File: src/sv/assert_macros.svh
`ifndef ASSERT_MACROS_SVH
`define ASSERT_MACROS_SVH

// Checked on every rising edge of clock while reset is low.
`define ASSERT_CLK(lbl, prop, msg) \
   lbl: assert property (@(posedge clock) disable iff (reset) prop) \
      else $error(msg);

// Checked on every rising edge of clock, reset included.
`define ASSERT_CLK_NR(lbl, prop, msg) \
   lbl: assert property (@(posedge clock) prop) \
      else $error(msg);

`endif

File: src/sv/cpsp_pkg.sv
`timescale 1ns / 1ps

package cpsp_pkg;

   localparam int NUM_MOTORS = 2;
   localparam int DELTA_W    = 17;
   localparam int POS_W      = 32;
   localparam int ERR_W      = 33;
   localparam int DIFF_W     = 34;
   localparam int INTEG_W    = 17;
   localparam int SERR_W     = 17;
   localparam int D1_W       = 18;
   localparam int D2_W       = 19;
   localparam int OPND_W     = 34;
   localparam int MAG_W      = 33;
   localparam int GAIN_W     = 16;
   localparam int PROD_W     = MAG_W + GAIN_W;
   localparam int SUM_W      = PROD_W + 3;
   localparam int ACC_W      = 40;
   localparam int DRIVE_W    = 13;
   localparam int VLIM_W     = 15;
   localparam int CSR_W      = 32;
   localparam int CSR_IDX_W  = 3;
   localparam int NUM_GAINS  = 6;
   localparam int GAIN_IDX_W = 3;

   typedef struct packed {
      logic                     valid;
      logic                     first;
      logic [GAIN_W-1:0]        gain;
      logic signed [OPND_W-1:0] operand;
   } mul_req_type;

endpackage

File: src/sv/cpsp_mulq.sv
`timescale 1ns / 1ps
`include "assert_macros.svh"

module cpsp_mulq import cpsp_pkg::*; #(
   parameter int FRAC_BITS = 8
) (
   input  logic                    clock,
   input  logic                    reset,
   input  mul_req_type             mul_req,
   output logic signed [SUM_W-1:0] mul_sum
);

   logic                    s1_valid_ff, s1_first_ff, s1_neg_ff;
   logic [MAG_W-1:0]        s1_mag_ff;
   logic [GAIN_W-1:0]       s1_gain_ff;
   logic                    s2_valid_ff, s2_first_ff, s2_neg_ff;
   logic [PROD_W-1:0]       s2_prod_ff;
   logic signed [SUM_W-1:0] acc_ff;

   logic [MAG_W-1:0]        mag_in;
   logic [PROD_W-1:0]       prod_in;
   logic signed [SUM_W-1:0] term;
   logic signed [SUM_W-1:0] base;
   logic signed [SUM_W-1:0] acc_in;

   always_comb begin
      if (mul_req.operand[OPND_W-1]) begin
         mag_in = MAG_W'(-mul_req.operand);
      end else begin
         mag_in = MAG_W'(mul_req.operand);
      end
      prod_in = s1_mag_ff * s1_gain_ff;
      term    = SUM_W'(s2_prod_ff >> FRAC_BITS);
      base    = s2_first_ff ? '0 : acc_ff;
      acc_in  = s2_neg_ff ? base - term : base + term;
   end

   always_ff @(posedge clock) begin
      if (reset) begin
         s1_valid_ff <= 1'b0;
         s2_valid_ff <= 1'b0;
         acc_ff      <= '0;
      end else begin
         s1_valid_ff <= mul_req.valid;
         s2_valid_ff <= s1_valid_ff;
         if (mul_req.valid) begin
            s1_first_ff <= mul_req.first;
            s1_neg_ff   <= mul_req.operand[OPND_W-1];
            s1_mag_ff   <= mag_in;
            s1_gain_ff  <= mul_req.gain;
         end
         if (s1_valid_ff) begin
            s2_first_ff <= s1_first_ff;
            s2_neg_ff   <= s1_neg_ff;
            s2_prod_ff  <= prod_in;
         end
         if (s2_valid_ff) begin
            acc_ff <= acc_in;
         end
      end
   end

   assign mul_sum = acc_ff;

   `ASSERT_CLK(a_sum_holds_when_idle, !s2_valid_ff |=> $stable(acc_ff), "sum changed without a product")
   `ASSERT_CLK(a_first_zero_clears, (s2_valid_ff && s2_first_ff && s2_prod_ff == '0) |=> (acc_ff == '0), "first zero product did not clear the sum")

endmodule

File: src/sv/cascaded_position_speed_pid.sv
`timescale 1ns / 1ps
`include "assert_macros.svh"

// Two-motor cascaded controller: each accepted word carries one encoder delta per motor
// (the right one is negated), updates that motor's position, runs a clamped positional
// PID to a speed command and an incremental speed PID into a saturating accumulator, and
// returns both PWM duties clamped to plus or minus DRIVE_LIMIT. The motors are handled in
// turn through one shared 33 by 16 bit gain multiplier with a three-stage pipeline; each
// motor takes two groups of three products, one for each PID, plus adds and clamps. The
// input is not ready while a word is being worked on; one finished result may wait in
// the output register while the next word is taken. Registers are written on any cycle
// with csr_we high, and should be written only while the block is idle.

module cascaded_position_speed_pid import cpsp_pkg::*; #(
   parameter int DRIVE_LIMIT    = 2500,
   parameter int GAIN_FRAC_BITS = 8
) (
   input  logic                      clock,
   input  logic                      reset,
   input  logic                      req_valid,
   output logic                      req_ready,
   input  logic signed [15:0]        req_count_left,
   input  logic signed [15:0]        req_count_right_raw,
   output logic                      rsp_valid,
   input  logic                      rsp_ready,
   output logic signed [DRIVE_W-1:0] rsp_drive_left,
   output logic signed [DRIVE_W-1:0] rsp_drive_right,
   input  logic                      csr_we,
   input  logic [CSR_IDX_W-1:0]      csr_index,
   input  logic [CSR_W-1:0]          csr_wdata
);

   typedef enum logic [CSR_IDX_W-1:0] {
      CSR_TARGET, CSR_VLIMIT, CSR_POS_KP, CSR_POS_KI,
      CSR_POS_KD, CSR_SPD_KP, CSR_SPD_KI, CSR_SPD_KD
   } csr_index_type;

   typedef enum logic [3:0] {
      S_IDLE, S_POS, S_ERR, S_INT, S_PMUL, S_CMD, S_SERR, S_SDIF, S_SMUL,
      S_ACC, S_DRV, S_DONE
   } state_type;

   localparam logic [2:0] TERMS     = 3'd3;
   localparam logic [2:0] STEP_LAST = 3'd4;
   localparam logic [GAIN_IDX_W-1:0] SPD_GAIN_BASE = GAIN_IDX_W'(3);
   localparam logic signed [ACC_W-1:0] ACC_HI = {1'b0, {(ACC_W-1){1'b1}}};
   localparam logic signed [ACC_W-1:0] ACC_LO = {1'b1, {(ACC_W-1){1'b0}}};
   localparam logic signed [ACC_W-1:0] DRV_HI = ACC_W'(DRIVE_LIMIT);
   localparam logic signed [ACC_W-1:0] DRV_LO = -DRV_HI;
   localparam int DRIVE_FIELD_MAX = 2 ** (DRIVE_W - 1) - 1;

   state_type                 state_ff;
   logic                      motor_ff;
   logic [2:0]                step_ff;
   logic                      rsp_valid_ff;
   logic signed [DRIVE_W-1:0] rsp_left_ff, rsp_right_ff;

   logic signed [POS_W-1:0]  target_ff;
   logic [VLIM_W-1:0]        vlimit_ff;
   logic [GAIN_W-1:0]        gain_ff [NUM_GAINS];

   logic signed [POS_W-1:0]   pos_ff   [NUM_MOTORS];
   logic signed [INTEG_W-1:0] integ_ff [NUM_MOTORS];
   logic signed [ERR_W-1:0]   perr_ff  [NUM_MOTORS];
   logic signed [SERR_W-1:0]  sp_ff    [NUM_MOTORS];
   logic signed [SERR_W-1:0]  sp2_ff   [NUM_MOTORS];
   logic signed [ACC_W-1:0]   acc_ff   [NUM_MOTORS];
   logic signed [DRIVE_W-1:0] drive_ff [NUM_MOTORS];
   logic signed [DELTA_W-1:0] delta_ff [NUM_MOTORS];

   logic signed [ERR_W-1:0]   err_ff;
   logic signed [DIFF_W-1:0]  diff_ff;
   logic signed [INTEG_W-1:0] cmd_ff;
   logic signed [SERR_W-1:0]  serr_ff;
   logic signed [D1_W-1:0]    d1_ff;
   logic signed [D2_W-1:0]    d2_ff;

   logic signed [DELTA_W-1:0] delta;
   logic signed [INTEG_W-1:0] vlim_pos, vlim_neg;
   logic signed [POS_W-1:0]   pos_in;
   logic signed [ERR_W-1:0]   err_in;
   logic signed [DIFF_W-1:0]  isum;
   logic signed [INTEG_W-1:0] integ_in;
   logic signed [DIFF_W-1:0]  diff_in;
   logic signed [INTEG_W-1:0] cmd_in;
   logic signed [SERR_W-1:0]  serr_in;
   logic signed [D1_W-1:0]    d1_in;
   logic signed [D2_W-1:0]    d2_in;
   logic signed [SUM_W:0]     acc_sum;
   logic signed [ACC_W-1:0]   acc_in;
   logic signed [ACC_W-1:0]   drive_full;
   logic [GAIN_IDX_W-1:0]     gsel;
   logic [GAIN_IDX_W-1:0]     csr_gidx;
   mul_req_type               mul_req;
   logic signed [SUM_W-1:0]   mul_sum;

   cpsp_mulq #(
      .FRAC_BITS (GAIN_FRAC_BITS)
   ) u_mulq (
      .clock   (clock),
      .reset   (reset),
      .mul_req (mul_req),
      .mul_sum (mul_sum)
   );

   always_comb begin
      delta    = delta_ff[motor_ff];
      vlim_pos = signed'({2'b00, vlimit_ff});
      vlim_neg = -vlim_pos;
      pos_in   = pos_ff[motor_ff] + POS_W'(delta);
      err_in   = ERR_W'(target_ff) - ERR_W'(pos_ff[motor_ff]);
      isum     = DIFF_W'(integ_ff[motor_ff]) + DIFF_W'(err_ff);
      if (isum > DIFF_W'(vlim_pos)) begin
         integ_in = vlim_pos;
      end else if (isum < DIFF_W'(vlim_neg)) begin
         integ_in = vlim_neg;
      end else begin
         integ_in = isum[INTEG_W-1:0];
      end
      diff_in = DIFF_W'(err_ff) - DIFF_W'(perr_ff[motor_ff]);
      if (mul_sum > SUM_W'(vlim_pos)) begin
         cmd_in = vlim_pos;
      end else if (mul_sum < SUM_W'(vlim_neg)) begin
         cmd_in = vlim_neg;
      end else begin
         cmd_in = mul_sum[INTEG_W-1:0];
      end
      serr_in = SERR_W'(D1_W'(cmd_ff) - D1_W'(delta));
      d1_in   = D1_W'(serr_ff) - D1_W'(sp_ff[motor_ff]);
      d2_in   = D2_W'(serr_ff) - D2_W'(sp_ff[motor_ff]) - D2_W'(sp_ff[motor_ff])
              + D2_W'(sp2_ff[motor_ff]);
      acc_sum = (SUM_W+1)'(acc_ff[motor_ff]) + (SUM_W+1)'(mul_sum);
      if (acc_sum > (SUM_W+1)'(ACC_HI)) begin
         acc_in = ACC_HI;
      end else if (acc_sum < (SUM_W+1)'(ACC_LO)) begin
         acc_in = ACC_LO;
      end else begin
         acc_in = acc_sum[ACC_W-1:0];
      end
      if (acc_ff[motor_ff] > DRV_HI) begin
         drive_full = DRV_HI;
      end else if (acc_ff[motor_ff] < DRV_LO) begin
         drive_full = DRV_LO;
      end else begin
         drive_full = acc_ff[motor_ff];
      end
      csr_gidx = GAIN_IDX_W'(csr_index - CSR_POS_KP);
   end

   always_comb begin
      mul_req.valid   = 1'b0;
      mul_req.first   = (step_ff == 3'd0);
      mul_req.operand = '0;
      gsel            = '0;
      if ((state_ff == S_PMUL || state_ff == S_SMUL) && step_ff < TERMS) begin
         mul_req.valid = 1'b1;
         gsel          = GAIN_IDX_W'(step_ff);
         if (state_ff == S_SMUL) begin
            gsel = GAIN_IDX_W'(step_ff) + SPD_GAIN_BASE;
         end
         case (step_ff)
            3'd0: begin
               mul_req.operand = (state_ff == S_PMUL) ? OPND_W'(err_ff) : OPND_W'(d1_ff);
            end
            3'd1: begin
               mul_req.operand = (state_ff == S_PMUL) ? OPND_W'(integ_ff[motor_ff])
                                                      : OPND_W'(serr_ff);
            end
            default: begin
               mul_req.operand = (state_ff == S_PMUL) ? OPND_W'(diff_ff) : OPND_W'(d2_ff);
            end
         endcase
      end
      mul_req.gain = gain_ff[gsel];
   end

   always_ff @(posedge clock) begin
      if (reset) begin
         state_ff     <= S_IDLE;
         motor_ff     <= 1'b0;
         step_ff      <= '0;
         rsp_valid_ff <= 1'b0;
         target_ff    <= '0;
         vlimit_ff    <= '0;
         for (int g = 0; g < NUM_GAINS; g++) begin
            gain_ff[g] <= '0;
         end
         for (int m = 0; m < NUM_MOTORS; m++) begin
            pos_ff[m]   <= '0;
            integ_ff[m] <= '0;
            perr_ff[m]  <= '0;
            sp_ff[m]    <= '0;
            sp2_ff[m]   <= '0;
            acc_ff[m]   <= '0;
         end
      end else begin
         if (csr_we) begin
            case (csr_index)
               CSR_TARGET: target_ff <= signed'(csr_wdata);
               CSR_VLIMIT: vlimit_ff <= csr_wdata[VLIM_W-1:0];
               CSR_POS_KP, CSR_POS_KI, CSR_POS_KD, CSR_SPD_KP, CSR_SPD_KI, CSR_SPD_KD: begin
                  gain_ff[csr_gidx] <= csr_wdata[GAIN_W-1:0];
               end
               default: ;
            endcase
         end
         if (rsp_valid_ff && rsp_ready && state_ff != S_DONE) begin
            rsp_valid_ff <= 1'b0;
         end
         case (state_ff)
            S_IDLE: begin
               if (req_valid) begin
                  delta_ff[0] <= DELTA_W'(req_count_left);
                  delta_ff[1] <= -DELTA_W'(req_count_right_raw);
                  motor_ff    <= 1'b0;
                  state_ff    <= S_POS;
               end
            end
            S_POS: begin
               pos_ff[motor_ff] <= pos_in;
               state_ff         <= S_ERR;
            end
            S_ERR: begin
               err_ff   <= err_in;
               state_ff <= S_INT;
            end
            S_INT: begin
               integ_ff[motor_ff] <= integ_in;
               diff_ff            <= diff_in;
               perr_ff[motor_ff]  <= err_ff;
               step_ff            <= '0;
               state_ff           <= S_PMUL;
            end
            S_PMUL: begin
               step_ff <= step_ff + 3'd1;
               if (step_ff == STEP_LAST) begin
                  state_ff <= S_CMD;
               end
            end
            S_CMD: begin
               cmd_ff   <= cmd_in;
               state_ff <= S_SERR;
            end
            S_SERR: begin
               serr_ff  <= serr_in;
               state_ff <= S_SDIF;
            end
            S_SDIF: begin
               d1_ff            <= d1_in;
               d2_ff            <= d2_in;
               sp2_ff[motor_ff] <= sp_ff[motor_ff];
               sp_ff[motor_ff]  <= serr_ff;
               step_ff          <= '0;
               state_ff         <= S_SMUL;
            end
            S_SMUL: begin
               step_ff <= step_ff + 3'd1;
               if (step_ff == STEP_LAST) begin
                  state_ff <= S_ACC;
               end
            end
            S_ACC: begin
               acc_ff[motor_ff] <= acc_in;
               state_ff         <= S_DRV;
            end
            S_DRV: begin
               drive_ff[motor_ff] <= drive_full[DRIVE_W-1:0];
               if (motor_ff) begin
                  state_ff <= S_DONE;
               end else begin
                  motor_ff <= 1'b1;
                  state_ff <= S_POS;
               end
            end
            S_DONE: begin
               if (!rsp_valid_ff || rsp_ready) begin
                  rsp_valid_ff <= 1'b1;
                  rsp_left_ff  <= drive_ff[0];
                  rsp_right_ff <= drive_ff[1];
                  state_ff     <= S_IDLE;
               end
            end
            default: state_ff <= S_IDLE;
         endcase
      end
   end

   assign req_ready       = (state_ff == S_IDLE);
   assign rsp_valid       = rsp_valid_ff;
   assign rsp_drive_left  = rsp_left_ff;
   assign rsp_drive_right = rsp_right_ff;

   `ASSERT_CLK_NR(a_reset_to_idle, reset |=> (state_ff == S_IDLE), "reset did not return to idle")
   `ASSERT_CLK(a_accept_starts_left, (req_valid && req_ready) |=> (state_ff == S_POS && motor_ff == 1'b0), "accepted word did not start on the left motor")
   `ASSERT_CLK(a_done_after_right, (state_ff == S_DONE) |-> (motor_ff == 1'b1), "result offered before the right motor was done")
   `ASSERT_CLK(a_drive_in_range, rsp_valid |-> ((DRIVE_LIMIT > DRIVE_FIELD_MAX) || (rsp_drive_left <= DRIVE_LIMIT && rsp_drive_left >= -DRIVE_LIMIT && rsp_drive_right <= DRIVE_LIMIT && rsp_drive_right >= -DRIVE_LIMIT)), "drive outside its limit")

endmodule

File: config.mk
export PLATFORM = sky130hd
export DESIGN_NAME = cascaded_position_speed_pid
export DESIGN_NICKNAME = d
export VERILOG_FILES = /design/src/sv/cpsp_pkg.sv /design/src/sv/cpsp_mulq.sv /design/src/sv/cascaded_position_speed_pid.sv
export VERILOG_INCLUDE_DIRS = /design/src /design/src/sv
export SDC_FILE = /design/constraint.sdc
export NUM_CORES = 2
export LEC_CHECK = 0
export BUFFER_PORTS_ARGS = -buffer_cell sky130_fd_sc_hd__buf_2
export CORE_ASPECT_RATIO = 1.4
export CORE_MARGIN = 3
export CORE_UTILIZATION = 60
export CTS_CLUSTER_DIAMETER = 200
export DETAILED_ROUTE_END_ITERATION = 16
export GPL_TIMING_DRIVEN = 0
export PLACE_DENSITY = 0.85
export SETUP_SLACK_MARGIN = 0.2
export SKIP_CTS_REPAIR_TIMING = 1
export SLEW_MARGIN = 20
export SYNTH_ARGS = -nofsm -noshare
export SYNTH_HDL_FRONTEND = slang
export SYNTH_HIERARCHICAL = 1
export SYNTH_SLANG_ARGS = --single-unit
export TNS_END_PERCENT = 20
File: constraint.sdc
create_clock -name clock -period 24.9 [get_ports clock]
set_input_delay 1.245 -clock clock [delete_from_list [all_inputs] [get_ports clock]]
set_output_delay 1.245 -clock clock [all_outputs]
set_load 0.02 [all_outputs]
==> results.txt <==
----------------------------------------------------
[Run status]
  Run status ... finished, final reports clean

[Placed design]
  Detailed placer's ending HPWL ... 171 mm
  Weighted congestion at the end of routability-driven global placement ... 1.03
  Count of port buffers added during placement ... 99

[Timing]
  Hold violation count in the final report ... 0
  Share of the clock period used by the worst path ... 35.9%
  Final count of negative-setup-slack endpoints ... 0
  Summed negative setup slack over all endpoints ... 0 ps
  Final critical delay including setup and external delays ... 8940 ps
  Actual transition at the worst max-transition pin ... 1250 ps
  RSZ-0062 raised after global routing ... no
  Fmax achieved ... 112 MHz
  Final max-slew violation count ... 0
  Worst slew margin relative to its limit ... 16.6%
  Worst clock skew ... 50.2 ps

[Flow run]
  Count of maximum capacitance violations ... 0

[Critical path]
  Worst setup path class ... reg -> reg
  Biggest fanout along the worst timing path ... 10
  Cell mode on critical path ... sky130_fd_sc_hd__a21o_1
  Critical-path cell with the highest stage delay ... sky130_fd_sc_hd__clkbuf_1
  Data required time at the worst endpoint ... 25,340 ps
  Sort of element at the end of the critical path ... flip-flop
  CP peak stage delay ... 800 ps
  Crit path DAT ... 9380 ps
  Kind of start point of the critical path ... flip-flop

[Yosys]
  Predominant post-synthesis flop cell ... sky130_fd_sc_hd__edfxtp_1
  Average instance area after synthesis ... 9.61 sq um
  Count of flip-flops with a built-in enable after synthesis ... 757
  Synth cell types ... 112
  Share of synthesized area occupied by flip-flops and latches ... 35.0%
  Async set-reset flop share out of synthesis ... 0%
  Number of storage elements in the synthesis netlist ... 868
  Cells after Synth ... 7,421
  Yosys warning total ... 6
  Cell Area, Synth ... 71,300 sq um

[Die]
  I/O Pins ... 100
  Area enclosed by the die boundary ... 123,000 sq um
  Total number of placement rows ... 149
  Initial standard-cell utilization of the core ... 60.5%
  Die height ... 414 microns
  Area of the core region ... 118,000 sq um
  Die width ... 297 microns

[Cells and area]
  Filler cell count in the final layout ... 9,169
  Multi-input logic area ... 42,100 sq um
  Most common cell after layout, fill and taps aside ... sky130_fd_sc_hd__inv_1
  Layout area overhead ... 8.52%
  Share of post-route cells with drive strength above 1 ... 5.75%
  Number of nets in the final layout ... 8,722
  Combined flip-flop and latch cell area ... 25,000 sq um
  Final standard cell utilization of the core ... 65.7%
  Most frequent cells in the layout ... sky130_fd_sc_hd__inv_1, sky130_fd_sc_hd__nand2_1, sky130_fd_sc_hd__edfxtp_1, sky130_fd_sc_hd__nor2_1, sky130_fd_sc_hd__a21oi_1

[Routing]
  Number of vias per cell after detailed routing ... 6.22
  Via total after detailed routing ... 58,100
  Wire per inst ... 23.3 microns
  Antenna violation net count after detailed routing ... 0
  Total iterations of the first detailed-routing run ... 8
  DRC violations left ... 0
  Final routed wirelength across all metal layers ... 217 mm
  Iteration-0 DRC count of the detailed router ... 5,294

[CTS]
  TritonCTS clock tree ... done
  Number of buffers added by the clock tree synthesis step ... 86
  Clock sink count ... 868
  Number of buffers on the longest clock path ... 3
  CTS clk-pin slew, worst paths ... 70 ps
  Clock latency reported for the late side of the worst-skew pair ... 740 ps
  Library cell used as clock root buffer ... sky130_fd_sc_hd__clkbuf_16
  H-tree level count ... 3

[Power and ir drop]
  Worst IR Drop VDD ... 62.2 uV
  Post-route total power ... 4470 uW
  Leakage dissipation ... 0.0330 uW
  Power density over the cells ... 57.7 nW/um^2

[Global routing]
  GRT overflow ... 0
  Initial antenna violation count ... 16
  Vias in the first global route ... 59,100
  Largest net degree at the start of global routing ... 51
  Gr usage total ... 35.0%
  Global-route wire length before repair ... 331 mm

[Min path]
  Worst min-delay path category ... reg -> reg
  Hold_sp ... u_mulq/s1_first_ff

----------------------------------------------------
path summary, 6_finish.rpt:
kind	endpoint	slack, ps	cells past startpoint
setup / recovery	integ_ff[0][8]	15960	28
setup reg to reg	integ_ff[0][8]	15960	28
hold reg to reg	u_mulq/s2_first_ff	410	0
hold / removal	u_mulq/s2_first_ff	410	0
kinds of logic (layout without fill, tap and decap cells):
group                    after synthesis  after routing  share of synthesized area [%]
AO/OA/AOI/OAI                       1451           1451                           12.8
XOR/XNOR                             379            379                           4.68
adder cells (fa/ha/maj)              981            981                           22.0
buffers and inverters               1143           1434                           6.21
flip-flops                           868            868                           35.0
multiplexers                         241            241                           3.43
other                                  1             43                        0.00526
AND/OR/NAND/NOR                     2357           2357                           15.8
flip-flops by register name, summed over array words and instances, names as in the netlist, 26 cells and up, named ones only:
name and cells:
gain_ff 128, acc_ff 80, perr_ff 66, pos_ff 64, u_mulq/mul_sum 52, u_mulq/s2_prod_ff 41, diff_ff 34, integ_ff 34
sp2_ff 34, sp_ff 34, delta_ff 33, err_ff 33, u_mulq/s1_mag_ff 33, target_ff 32, drive_ff 26
stage by stage:
stage / hold WS, ps / std cells / instance area (sq um) / setup WS [ps]
CTS: 412 / 9328 / 77300 / 16160
finish: 412 / 9339 / 77400 / 15960
global route: 428 / 9328 / 77300 / 15740
global placement: 401 / 9136 / 73900 / 11450
floorplan: 400 / 7452 / 71400 / 15470
detailed placement: 405 / 9166 / 74400 / 16220
layout make-up:
type                            instances  share of cell area (%)
Inverter                              818                    3.97
Multi-Input combinational cell       5441                    54.5
Clock inverter                         56                   0.823
Clock buffer                          106                    3.00
Buffer                                325                    1.76
Sequential cell                       868                    32.3
Antenna cell                           11                  0.0356
Timing Repair Buffer                  129                    1.12
Tap cell                             1585                    2.56
worst max-delay path, delay by kind of cell, from the launching register on:
kind / cells / cell delay, ps
compound gates: 9 / 1970
xor+xnor: 1 / 550
fa+ha+maj: 2 / 660
buf+inv: 6 / 2380
flops: 1 / 320
mux: 2 / 1070
simple gates: 8 / 1680
layer usage:
| layer | up-vias | GRT usage (%) | routed length, microns |
|---|---|---|---|
| li1 | 26000 | - | - |
| met4 | 4 | 30.5 | 22000 |
| met5 | - | 0 | 24 |
| met2 | 3040 | 60.7 | 106000 |
| met3 | 994 | 5.99 | 17200 |
| met1 | 28000 | 36.9 | 72200 |
power breakdown:
group | leakage, uW | switching [uW] | internal (uW)
registers | 0.00824 | 34.3 | 1680
logic | 0.0233 | 870 | 510
clock network | 0.00143 | 625 | 744
synthesized netlist by cell type (20+ instances only):
cell type / instances / area, sq um
sky130_fd_sc_hd__nor3_1: 92 / 460
sky130_fd_sc_hd__a31oi_1: 45 / 282
sky130_fd_sc_hd__fa_1: 457 / 9150
sky130_fd_sc_hd__o31ai_1: 21 / 158
sky130_fd_sc_hd__nand4_1: 79 / 494
sky130_fd_sc_hd__nand2b_1: 82 / 513
sky130_fd_sc_hd__mux2_2: 28 / 315
sky130_fd_sc_hd__clkbuf_1: 264 / 991
sky130_fd_sc_hd__xor2_1: 110 / 963
sky130_fd_sc_hd__and3_1: 68 / 425
sky130_fd_sc_hd__and2_1: 266 / 1660
sky130_fd_sc_hd__or3_1: 37 / 231
sky130_fd_sc_hd__nor4_1: 43 / 269
sky130_fd_sc_hd__o21bai_1: 39 / 293
sky130_fd_sc_hd__ha_1: 524 / 6560
sky130_fd_sc_hd__o21a_1: 49 / 368
sky130_fd_sc_hd__nor2b_1: 112 / 701
sky130_fd_sc_hd__a21oi_1: 573 / 2870
sky130_fd_sc_hd__dfxtp_1: 111 / 2220
sky130_fd_sc_hd__o21ai_0: 223 / 1120
sky130_fd_sc_hd__o22ai_1: 41 / 257
sky130_fd_sc_hd__buf_1: 27 / 101
sky130_fd_sc_hd__a211oi_1: 42 / 315
sky130_fd_sc_hd__edfxtp_1: 757 / 22700
sky130_fd_sc_hd__nand3_1: 98 / 490
sky130_fd_sc_hd__inv_1: 817 / 3070
sky130_fd_sc_hd__a22oi_1: 20 / 150
sky130_fd_sc_hd__xnor2_1: 267 / 2340
sky130_fd_sc_hd__mux2i_1: 213 / 2130
sky130_fd_sc_hd__a21o_1: 176 / 1320
sky130_fd_sc_hd__o211ai_1: 24 / 180
sky130_fd_sc_hd__a21boi_0: 21 / 158
sky130_fd_sc_hd__or2_2: 21 / 131
sky130_fd_sc_hd__nor2_1: 614 / 2300
sky130_fd_sc_hd__nand2_1: 766 / 2880
Power figures use the tool's default switching activity.
